$ cat config.mk
export PLATFORM = sky130hd
export DESIGN_NAME = crpe_weights
export DESIGN_NICKNAME = d
export VERILOG_FILES = /design/src/catmull_rom_point_eval_macros.svh /design/src/crpe_pkg.sv /design/src/crpe_weights.sv
export SDC_FILE = /design/constraint.sdc
export NUM_CORES = 1
export LEC_CHECK = 0
export BUFFER_PORTS_ARGS = -buffer_cell sky130_fd_sc_hd__buf_2
export CAP_MARGIN = 20
export CELL_PAD_IN_SITES_DETAIL_PLACEMENT = 2
export CELL_PAD_IN_SITES_GLOBAL_PLACEMENT = 2
export CORE_UTILIZATION = 38
export DETAILED_ROUTE_END_ITERATION = 12
export GPL_TIMING_DRIVEN = 0
export PLACE_DENSITY_LB_ADDON = 0.1
export SLEW_MARGIN = 0
export SYNTH_ARGS = -nofsm -noshare
export SYNTH_HDL_FRONTEND = slang
export SYNTH_SLANG_ARGS = --single-unit
export TNS_END_PERCENT = 30
$ cat constraint.sdc
create_clock -name clk -period 8.8 [get_ports clk]
set_clock_uncertainty 0.15 [all_clocks]
set_input_delay 1.32 -clock clk [delete_from_list [all_inputs] [get_ports clk]]
set_output_delay 1.32 -clock clk [all_outputs]
set_load 0.005 [all_outputs]
$ cat src/catmull_rom_point_eval_macros.svh
// Assertion macros shared by the point evaluator RTL.
`ifndef CATMULL_ROM_POINT_EVAL_MACROS_SVH
`define CATMULL_ROM_POINT_EVAL_MACROS_SVH

// Same-cycle implication, sampled on clk, off while rst_n is low.
`define CRPE_ASSERT_IMP(label, ante, cons) \
    label: assert property (@(posedge clk) disable iff (!rst_n) (ante) |-> (cons)) \
        else $error("crpe assertion failed");

// Next-cycle implication, sampled on clk, off while rst_n is low.
`define CRPE_ASSERT_NEXT(label, ante, cons) \
    label: assert property (@(posedge clk) disable iff (!rst_n) (ante) |=> (cons)) \
        else $error("crpe assertion failed");

`endif

$ cat src/crpe_pkg.sv
// Types, widths and constants of the Catmull-Rom point evaluator.
package crpe_pkg;

    // Number formats
    localparam int COORD_WIDTH = 32;
    localparam int T_FRAC_BITS = 16;
    localparam int T_W         = T_FRAC_BITS + 1;
    // Hermite weights lie in [-1, 1] in Q.F; two guard bits on top
    localparam int WGT_W       = T_FRAC_BITS + 4;
    localparam int WGT2_W      = WGT_W + 1;
    localparam int DIFF_W      = COORD_WIDTH + 1;
    localparam int PROD_W      = WGT2_W + DIFF_W;
    localparam int SUM_W       = PROD_W + 1;
    localparam int ACC_W       = PROD_W + 2;

    // Pipeline stage indexes
    localparam int ST_T2      = 0;
    localparam int ST_T3      = 1;
    localparam int ST_WGT     = 2;
    localparam int ST_MUL     = 3;
    localparam int ST_PAIR    = 4;
    localparam int ST_ACC     = 5;
    localparam int ST_OUT     = 6;
    localparam int NUM_STAGES = 7;

    localparam logic [T_W-1:0] T_ONE = {1'b1, {T_FRAC_BITS{1'b0}}};
    localparam logic [T_W-1:0] T_RND = {2'b01, {(T_FRAC_BITS - 1){1'b0}}};

    localparam logic signed [COORD_WIDTH-1:0] COORD_MAX = {1'b0, {(COORD_WIDTH - 1){1'b1}}};
    localparam logic signed [COORD_WIDTH-1:0] COORD_MIN = {1'b1, {(COORD_WIDTH - 1){1'b0}}};

    // Rounding term: half of the final 2^(F+1) scale
    localparam logic signed [ACC_W-1:0] ACC_HALF =
        {{(ACC_W - T_FRAC_BITS - 1){1'b0}}, 1'b1, {T_FRAC_BITS{1'b0}}};

    typedef struct packed {
        logic        [T_W-1:0]         t_param;
        logic signed [COORD_WIDTH-1:0] p0_x;
        logic signed [COORD_WIDTH-1:0] p0_y;
        logic signed [COORD_WIDTH-1:0] p1_x;
        logic signed [COORD_WIDTH-1:0] p1_y;
        logic signed [COORD_WIDTH-1:0] p2_x;
        logic signed [COORD_WIDTH-1:0] p2_y;
        logic signed [COORD_WIDTH-1:0] p3_x;
        logic signed [COORD_WIDTH-1:0] p3_y;
    } in_item_t;

    typedef struct packed {
        logic signed [COORD_WIDTH-1:0] out_x;
        logic signed [COORD_WIDTH-1:0] out_y;
        logic                          clipped;
    } out_item_t;

    typedef struct packed {
        logic signed [WGT_W-1:0] w00;
        logic signed [WGT_W-1:0] w01;
        logic signed [WGT_W-1:0] w10;
        logic signed [WGT_W-1:0] w11;
    } weights_t;

    // Per-stage load enables
    typedef struct packed {
        logic [NUM_STAGES-1:0] en;
    } pipe_ctrl_t;

endpackage

$ cat src/crpe_weights.sv
// Hermite basis weights from the curve parameter, three register stages.
module crpe_weights (
    input  logic                          clk,
    input  crpe_pkg::pipe_ctrl_t          ctrl,
    input  logic [crpe_pkg::T_W-1:0]      t_param,
    output crpe_pkg::weights_t            weights
);

    localparam int TW  = crpe_pkg::T_W;
    localparam int WW  = crpe_pkg::WGT_W;
    localparam int SQW = 2 * TW;

    logic [TW-1:0]  t_clamp;
    logic [SQW-1:0] t_sq;
    logic [SQW-1:0] t_cube;
    logic [TW-1:0]  t2_next;
    logic [TW-1:0]  t3_next;

    logic [TW-1:0]  t_a_reg;
    logic [TW-1:0]  t2_a_reg;
    logic [TW-1:0]  t_b_reg;
    logic [TW-1:0]  t2_b_reg;
    logic [TW-1:0]  t3_b_reg;

    logic signed [WW-1:0] ts;
    logic signed [WW-1:0] q2s;
    logic signed [WW-1:0] q3s;
    logic signed [WW-1:0] one_s;
    crpe_pkg::weights_t   weights_next;
    crpe_pkg::weights_t   weights_reg;

    // Stage A: clamp t to 1.0 and square it, round to nearest
    always_comb
    begin
        t_clamp = (t_param > crpe_pkg::T_ONE) ? crpe_pkg::T_ONE : t_param;
        t_sq    = SQW'(t_clamp) * SQW'(t_clamp);
        t2_next = TW'((t_sq + SQW'(crpe_pkg::T_RND)) >> crpe_pkg::T_FRAC_BITS);
    end

    // Stage B: cube from the rounded square
    always_comb
    begin
        t_cube  = SQW'(t2_a_reg) * SQW'(t_a_reg);
        t3_next = TW'((t_cube + SQW'(crpe_pkg::T_RND)) >> crpe_pkg::T_FRAC_BITS);
    end

    // Stage C: the four weights, all exact in Q.F
    always_comb
    begin
        ts    = $signed({{(WW - TW){1'b0}}, t_b_reg});
        q2s   = $signed({{(WW - TW){1'b0}}, t2_b_reg});
        q3s   = $signed({{(WW - TW){1'b0}}, t3_b_reg});
        one_s = $signed({{(WW - TW){1'b0}}, crpe_pkg::T_ONE});
        weights_next.w00 = (q3s <<< 1) - (q2s + (q2s <<< 1)) + one_s;
        weights_next.w01 = (q2s + (q2s <<< 1)) - (q3s <<< 1);
        weights_next.w10 = q3s - (q2s <<< 1) + ts;
        weights_next.w11 = q3s - q2s;
    end

    always_ff @(posedge clk)
    begin
        if (ctrl.en[crpe_pkg::ST_T2])
        begin
            t_a_reg  <= t_clamp;
            t2_a_reg <= t2_next;
        end
        if (ctrl.en[crpe_pkg::ST_T3])
        begin
            t_b_reg  <= t_a_reg;
            t2_b_reg <= t2_a_reg;
            t3_b_reg <= t3_next;
        end
        if (ctrl.en[crpe_pkg::ST_WGT])
        begin
            weights_reg <= weights_next;
        end
    end

    assign weights = weights_reg;

endmodule

==> run metrics, run 1 <==
number of buffers inserted by post-CTS setup repair 0; Post-Synth Adder-Cell Area 47.95%; reg-to-reg critical path startpoint t2_a_reg[10]; mean instance size in the synthesized netlist 9.787 sq um; CTS H-tree depth 4; Die Height 265.5 microns; post-CTS clock slew at the launch and capture registers of the worst setup and hold paths 70 ps; arrival time reported for the critical path endpoint 8450 ps; Detailed Place HPWL 66900 microns; fraction of the mapped netlist area in simple logic gates 13.35%; outcome complete, no violations; cell area after synthesis 0.02639 sq mm; Setup CP Type primary input to flop; share of synthesized area spent on multiplexers 0.1186%; Cells after Synth 2696; total negative slack 0 ps; share of the core filled with cells 41.83%; number of clock buffers inserted by TritonCTS 17; number of antenna violations at the first check in global routing 3; number of DRC markers in iteration 0 594; reg2reg setup slack 520 ps; post_cts resized 6; Core Area 0.06871 sq mm; residual overflow from global routing 0; async set or reset register ratio after synthesis 0%; number of detailed-route iterations in the first pass 5; Die Area 0.07049 sq mm; count of unresolved DRC violations after routing 0; final WL 77820 microns; slew at the pin with the worst max-slew slack 873.0 ps; number of nets still failing antenna checks after routing 0; port buffer count 100; drt via density 5.024; CTS Hold Bufs 0; Worst Setup End Kind flop; fraction of layout instances using a drive strength above 1 5.688%; flip-flop count of the largest register after layout 77; largest buffer count on any clock path 2; global-route wire length before repair 125500 microns; pin count of the biggest net entering global routing 59; Initial Util 38.40%; dominant register cell in the synthesized netlist sky130_fd_sc_hd__edfxtp_1; synthesized-area fraction occupied by xor and xnor cells 3.983%; maximum capacitance violations 0; Distinct cells, synth 58; max-slew violations 0; worst-path fanout max 10; total count of hold-check failures in the final report 0; warning count from the yosys run 0; clk_lat worst skew 470 ps; part of the cycle the worst path needs 95.27%; worst hold slack across all endpoints 361.7 ps; area delta synth->final 8.915%; total via count in the routed design 18992; min cycle time layout 8384 ps; compound-gate portion of the synthesized area 6.440%; total track usage 23.22%; sequential fraction of the synthesis area 18.44%; weighted congestion reported at the end of routability-driven placement 0.8915; number of nets in the finished design 3618; required time at the endpoint of the critical path 8870 ps; number of failing setup endpoints in the final timing report 0; RSZ-0062 raised after global routing no; Sinks on Clock Net 162; Post-synth EDFFs 162; synthesized flop and latch total 162; vias in the first global route 22753; die width 265.5 microns; maximum achievable frequency 119.3 MHz; Clock Root Buffer sky130_fd_sc_hd__clkbuf_16; Max-Slew Margin vs Limit 41.04%; detail-routed net length per standard cell 20.59 microns; launch point of the worst hold path t_a_reg[16]; kind of path behind the tightest hold check flop to flop; IO Count 105; source of the critical timing path t_param[12]; TritonCTS clock tree built; dominant combinational cell family by area after synthesis adder cells; critical path startpoint category primary input; floorplan row count 96
## worst paths after layout
path,to,cells past startpoint
setup reg to reg,t3_b_reg[11],21
setup / recovery,t2_a_reg[16],27
hold reg to reg,t_b_reg[16],0
hold / removal,t_b_reg[16],0
## synthesized netlist by cell type, drive strengths merged (10+ instances only)
cell type    n  area share [%]
nor2        79             1.1
inv        599             8.5
and2       139             3.3
a21oi       81             1.5
and3        78             1.8
nand2b      11            0.26
ha         336              16
edfxtp     162              18
nand3       30            0.57
nand2      276             3.9
xor2        32             1.1
xnor2       88             2.9
nor3        37            0.70
clkbuf      72             1.0
o21a        16            0.46
or2         12            0.28
a21o        24            0.68
a211oi      18            0.51
a211o       10            0.33
o21ai       36            0.68
a31oi       10            0.24
nor2b       21            0.50
fa         422              32
## layout by cell type, fill, tap and decap left out, types with 66 or more instances in the layout
master	synthesis	final
sky130_fd_sc_hd__inv_1	599	599
sky130_fd_sc_hd__fa_1	422	422
sky130_fd_sc_hd__ha_1	336	336
sky130_fd_sc_hd__nand2_1	276	276
sky130_fd_sc_hd__edfxtp_1	162	162
sky130_fd_sc_hd__and2_1	138	133
sky130_fd_sc_hd__buf_2	0	99
sky130_fd_sc_hd__xnor2_1	88	88
sky130_fd_sc_hd__a21oi_1	81	81
sky130_fd_sc_hd__nor2_1	79	79
sky130_fd_sc_hd__and3_1	78	78
sky130_fd_sc_hd__clkbuf_1	72	66
## final cells by class
class | instances | area, sq um
fill | 7542 | 39970
multi-input combinational | 1878 | 19060
sequential | 162 | 4865
inverter | 599 | 2248
tap | 931 | 1165
timing repair buffer | 102 | 550.5
clock buffer | 20 | 436.7
buffer | 75 | 304.0
clock inverter | 12 | 107.6
antenna | 1 | 2.502
## kinds of logic (layout without fill, tap and decap cells)
family | after synthesis | count (layout)
buf+inv | 678 | 808
flops | 162 | 162
mux | 3 | 3
compound gates | 258 | 258
xor+xnor | 120 | 120
fa+ha+maj | 758 | 758
simple gates | 715 | 715
other cells | 2 | 25
## routing by layer
layer	wire, microns	up-vias	part of all wire [%]	track usage (%)
met4	1816	0	2.3	6.515
met3	1585	89	2.0	2.138
met2	42050	238	54	44.59
met5	0	-	0	0
li1	-	8750	-	-
met1	32370	9915	42	27.17
## metrics by stage
| stage | std cells | cell area [sq um] | setup slack (ps) |
|---|---|---|---|
| 2_1_floorplan | 2718 | 26470 | 507.6 |
| 3_3_place_gp | 3749 | 28130 | -707.0 |
| 3_5_place_dp | 3751 | 28180 | -898.6 |
| 4_1_cts | 3779 | 28720 | 124.8 |
| 5_1_grt | 3779 | 28740 | 29.38 |
| 6_report | 3780 | 28740 | 416.1 |
## worst max-delay path, stage by stage
cell and delay [ps]:
sky130_fd_sc_hd__buf_2 190, sky130_fd_sc_hd__nor4_1 300, sky130_fd_sc_hd__nand4_1 110, sky130_fd_sc_hd__nand2_1 110, sky130_fd_sc_hd__clkbuf_4 220, sky130_fd_sc_hd__clkbuf_4 250, sky130_fd_sc_hd__and2_2 290, sky130_fd_sc_hd__nand2_1 150
sky130_fd_sc_hd__fa_1 590, sky130_fd_sc_hd__inv_1 60, sky130_fd_sc_hd__fa_1 490, sky130_fd_sc_hd__fa_1 580, sky130_fd_sc_hd__fa_1 440, sky130_fd_sc_hd__fa_1 500, sky130_fd_sc_hd__inv_1 50, sky130_fd_sc_hd__fa_1 490
sky130_fd_sc_hd__inv_1 40, sky130_fd_sc_hd__ha_1 370, sky130_fd_sc_hd__a21o_1 220, sky130_fd_sc_hd__a21oi_1 170, sky130_fd_sc_hd__or2_2 150, sky130_fd_sc_hd__a21oi_1 80, sky130_fd_sc_hd__a211o_1 310, sky130_fd_sc_hd__a41o_1 270
sky130_fd_sc_hd__a2111o_1 410, sky130_fd_sc_hd__a21oi_1 190, sky130_fd_sc_hd__xnor2_1 90
Power of run 1 is left out: the tool's default activity adds up to more than one toggle a clock period on the data nets, which glitch-free logic cannot reach.
==> run 2, diff against run 1 <==
- RECOVER_POWER: not set -> 100
==> run 2 against run 1 <==
The flow now finishes with violations (max-capacitance violations, max-slew violations). First-iteration DRC count is 3.2% lower. Worst hold slack better by 0.97 ps. Via count is essentially flat. Critical path type unchanged.
==> run metrics, run 2 (same netlist as run 1, synthesis figures left out) <==
violated checks max-capacitance violations, max-slew violations; final worst slack 414.0 ps (-2.096 ps); port buffer count 100 (unchanged); number of detailed-route iterations in the first pass 4 (-1); area used by sequential logic in the layout 0.004865 sq mm (unchanged); Setup CP Type primary input to flop; maximum single-stage delay on the critical path 590 ps (about the same); Critical-path top delay cell sky130_fd_sc_hd__fa_1; maximum capacitance violations 3 (+3); largest buffer count on any clock path 2 (unchanged); total track usage 23.22% (unchanged); endpoint of the worst hold path t_b_reg[16]; outcome finished with violations; arrival time reported for the critical path endpoint 8450 ps (about the same); global-route track usage on met3 2.138% (unchanged); Detailed Place HPWL 66900 microns (unchanged); number of clock buffers inserted by TritonCTS 17 (unchanged); Crit path buffers/inverters 6 (unchanged); Sinks on Clock Net 162 (unchanged); number of buffers inserted by post-CTS setup repair 0 (unchanged); area delta synth->final 8.564%; fraction of layout instances using a drive strength above 1 4.143% (-1.5 points); post-CTS clock slew at the launch and capture registers of the worst setup and hold paths 70 ps (about the same); most frequent standard cell in the layout excluding fill and tap cells sky130_fd_sc_hd__inv_1; drt via density 5.023 (about the same); cell family with the largest share of critical-path delay adder cells; Initial Util 38.40% (unchanged); total count of hold-check failures in the final report 0 (unchanged); required time at the endpoint of the critical path 8870 ps (about the same); total via count in the routed design 18991 (-0.0053%); kind of path behind the tightest hold check flop to flop; Worst Setup Slack post-DPL -898.6 ps (unchanged); Core Area 0.06871 sq mm (unchanged); max-slew violations 133 (+133); total negative slack 0 ps (unchanged); CTS H-tree depth 4 (unchanged); number of failing setup endpoints in the final timing report 0 (unchanged); flip-flop count of the largest register after layout 77 (unchanged); GRT Max-Usage Layer met2; reg2reg setup slack 520 ps (about the same); Placed Cells 3751 (unchanged); maximum achievable frequency 119.2 MHz (about the same); post_cts resized 6 (unchanged); floorplan row count 96 (unchanged); Worst path most repeated cell sky130_fd_sc_hd__fa_1; number of DRC markers in iteration 0 575 (-3.2%); count of unresolved DRC violations after routing 0 (unchanged); final WL 77860 microns (about the same); IO Count 105 (unchanged); non-filler cells, final 3781 (+0.026%); clk_lat worst skew 470 ps (about the same); die width 265.5 microns (unchanged); number of nets in the finished design 3618 (unchanged); worst hold slack across all endpoints 362.7 ps (+0.9710 ps); number of nets still failing antenna checks after routing 0 (unchanged); highest-count cells in the layout ignoring fill and taps sky130_fd_sc_hd__inv_1, sky130_fd_sc_hd__fa_1, sky130_fd_sc_hd__ha_1; launch point of the worst hold path t_a_reg[16]; met1 usage 27.17% (unchanged); Clock Root Buffer sky130_fd_sc_hd__clkbuf_16; depth of the worst register-to-register path 21 (unchanged); residual overflow from global routing 0 (unchanged); number of fill cells in the layout 7566 (+0.32%); reg-to-reg critical path startpoint t2_a_reg[10]; reg-to-reg critical path endpoint t3_b_reg[11]; CTS Hold Bufs 0 (unchanged); Worst Setup End Kind flop; Die Height 265.5 microns (unchanged); part of the cycle the worst path needs 95.30% (about the same); critical path startpoint category primary input; pin count of the biggest net entering global routing 59 (unchanged); Max-Slew Margin vs Limit -109.3% (-150 points); slew at the pin with the worst max-slew slack 3140 ps (+2267 ps); WHS Path Cells 0 (unchanged); TritonCTS clock tree built; global-route wire length before repair 125500 microns (unchanged); number of antenna violations at the first check in global routing 3 (unchanged); worst-path fanout max 10 (unchanged); detail-routed net length per standard cell 20.59 microns (about the same); Die Area 0.07049 sq mm (unchanged); area of combinational cells with multiple inputs 0.01906 sq mm (unchanged); RSZ-0062 raised after global routing no; min cycle time layout 8386 ps (+2.096 ps); met2 usage in global routing 44.59% (unchanged); source of the critical timing path t_param[12]; vias in the first global route 22753 (unchanged); weighted congestion reported at the end of routability-driven placement 0.8915 (unchanged)
[run 2: changes by cell type in the layout (fill, tap and decap cells not counted)]
cell,change
sky130_fd_sc_hd__buf_2,-41
sky130_fd_sc_hd__clkbuf_1,+44
sky130_fd_sc_hd__buf_4,-4
sky130_fd_sc_hd__and2_0,+8
sky130_fd_sc_hd__buf_16,-1
sky130_fd_sc_hd__buf_12,-1
sky130_fd_sc_hd__clkbuf_4,+3
sky130_fd_sc_hd__and2_1,-8
sky130_fd_sc_hd__diode_2,+1
[run 2: metal layers]
metal / vias to the layer above / share of wire, %
li1: 8750 / -
met1: 9915 / 41
met2: 235 / 54
met3: 91 / 2.4
met4: 0 / 2.3
met5: - / 0
[run 2: layout make-up]
| type | instances | area share, % |
|---|---|---|
| Buffer | 75 | 1.061 |
| Tap cell | 931 | 4.067 |
| Sequential cell | 162 | 16.98 |
| Multi-Input combinational cell | 1878 | 66.53 |
| Antenna cell | 2 | 0.01747 |
| Clock inverter | 12 | 0.3756 |
| Inverter | 599 | 7.849 |
| Timing Repair Buffer | 102 | 1.590 |
| Clock buffer | 20 | 1.524 |
[run 2: stage by stage]
step                cell area (sq um)  utilization, %
floorplan                       26470               -
global placement                28130           40.95
detailed placement              28180           41.02
CTS                             28720           41.80
global route                    28640           41.68
finish                          28650           41.69
[run 2: how the worst max path moves through the flow]
stage | slack [ps] | depth (start not counted) | end
after floorplan | 510 | 28 | t2_a_reg[16]
after global placement | -710 | 29 | t2_a_reg[16]
after detailed placement | -900 | 29 | t2_a_reg[16]
after CTS | 120 | 25 | t2_a_reg[16]
after global routing | 30 | 28 | t2_a_reg[16]
final | 410 | 27 | t2_a_reg[16]
Power of run 2 is left out for the same reason.
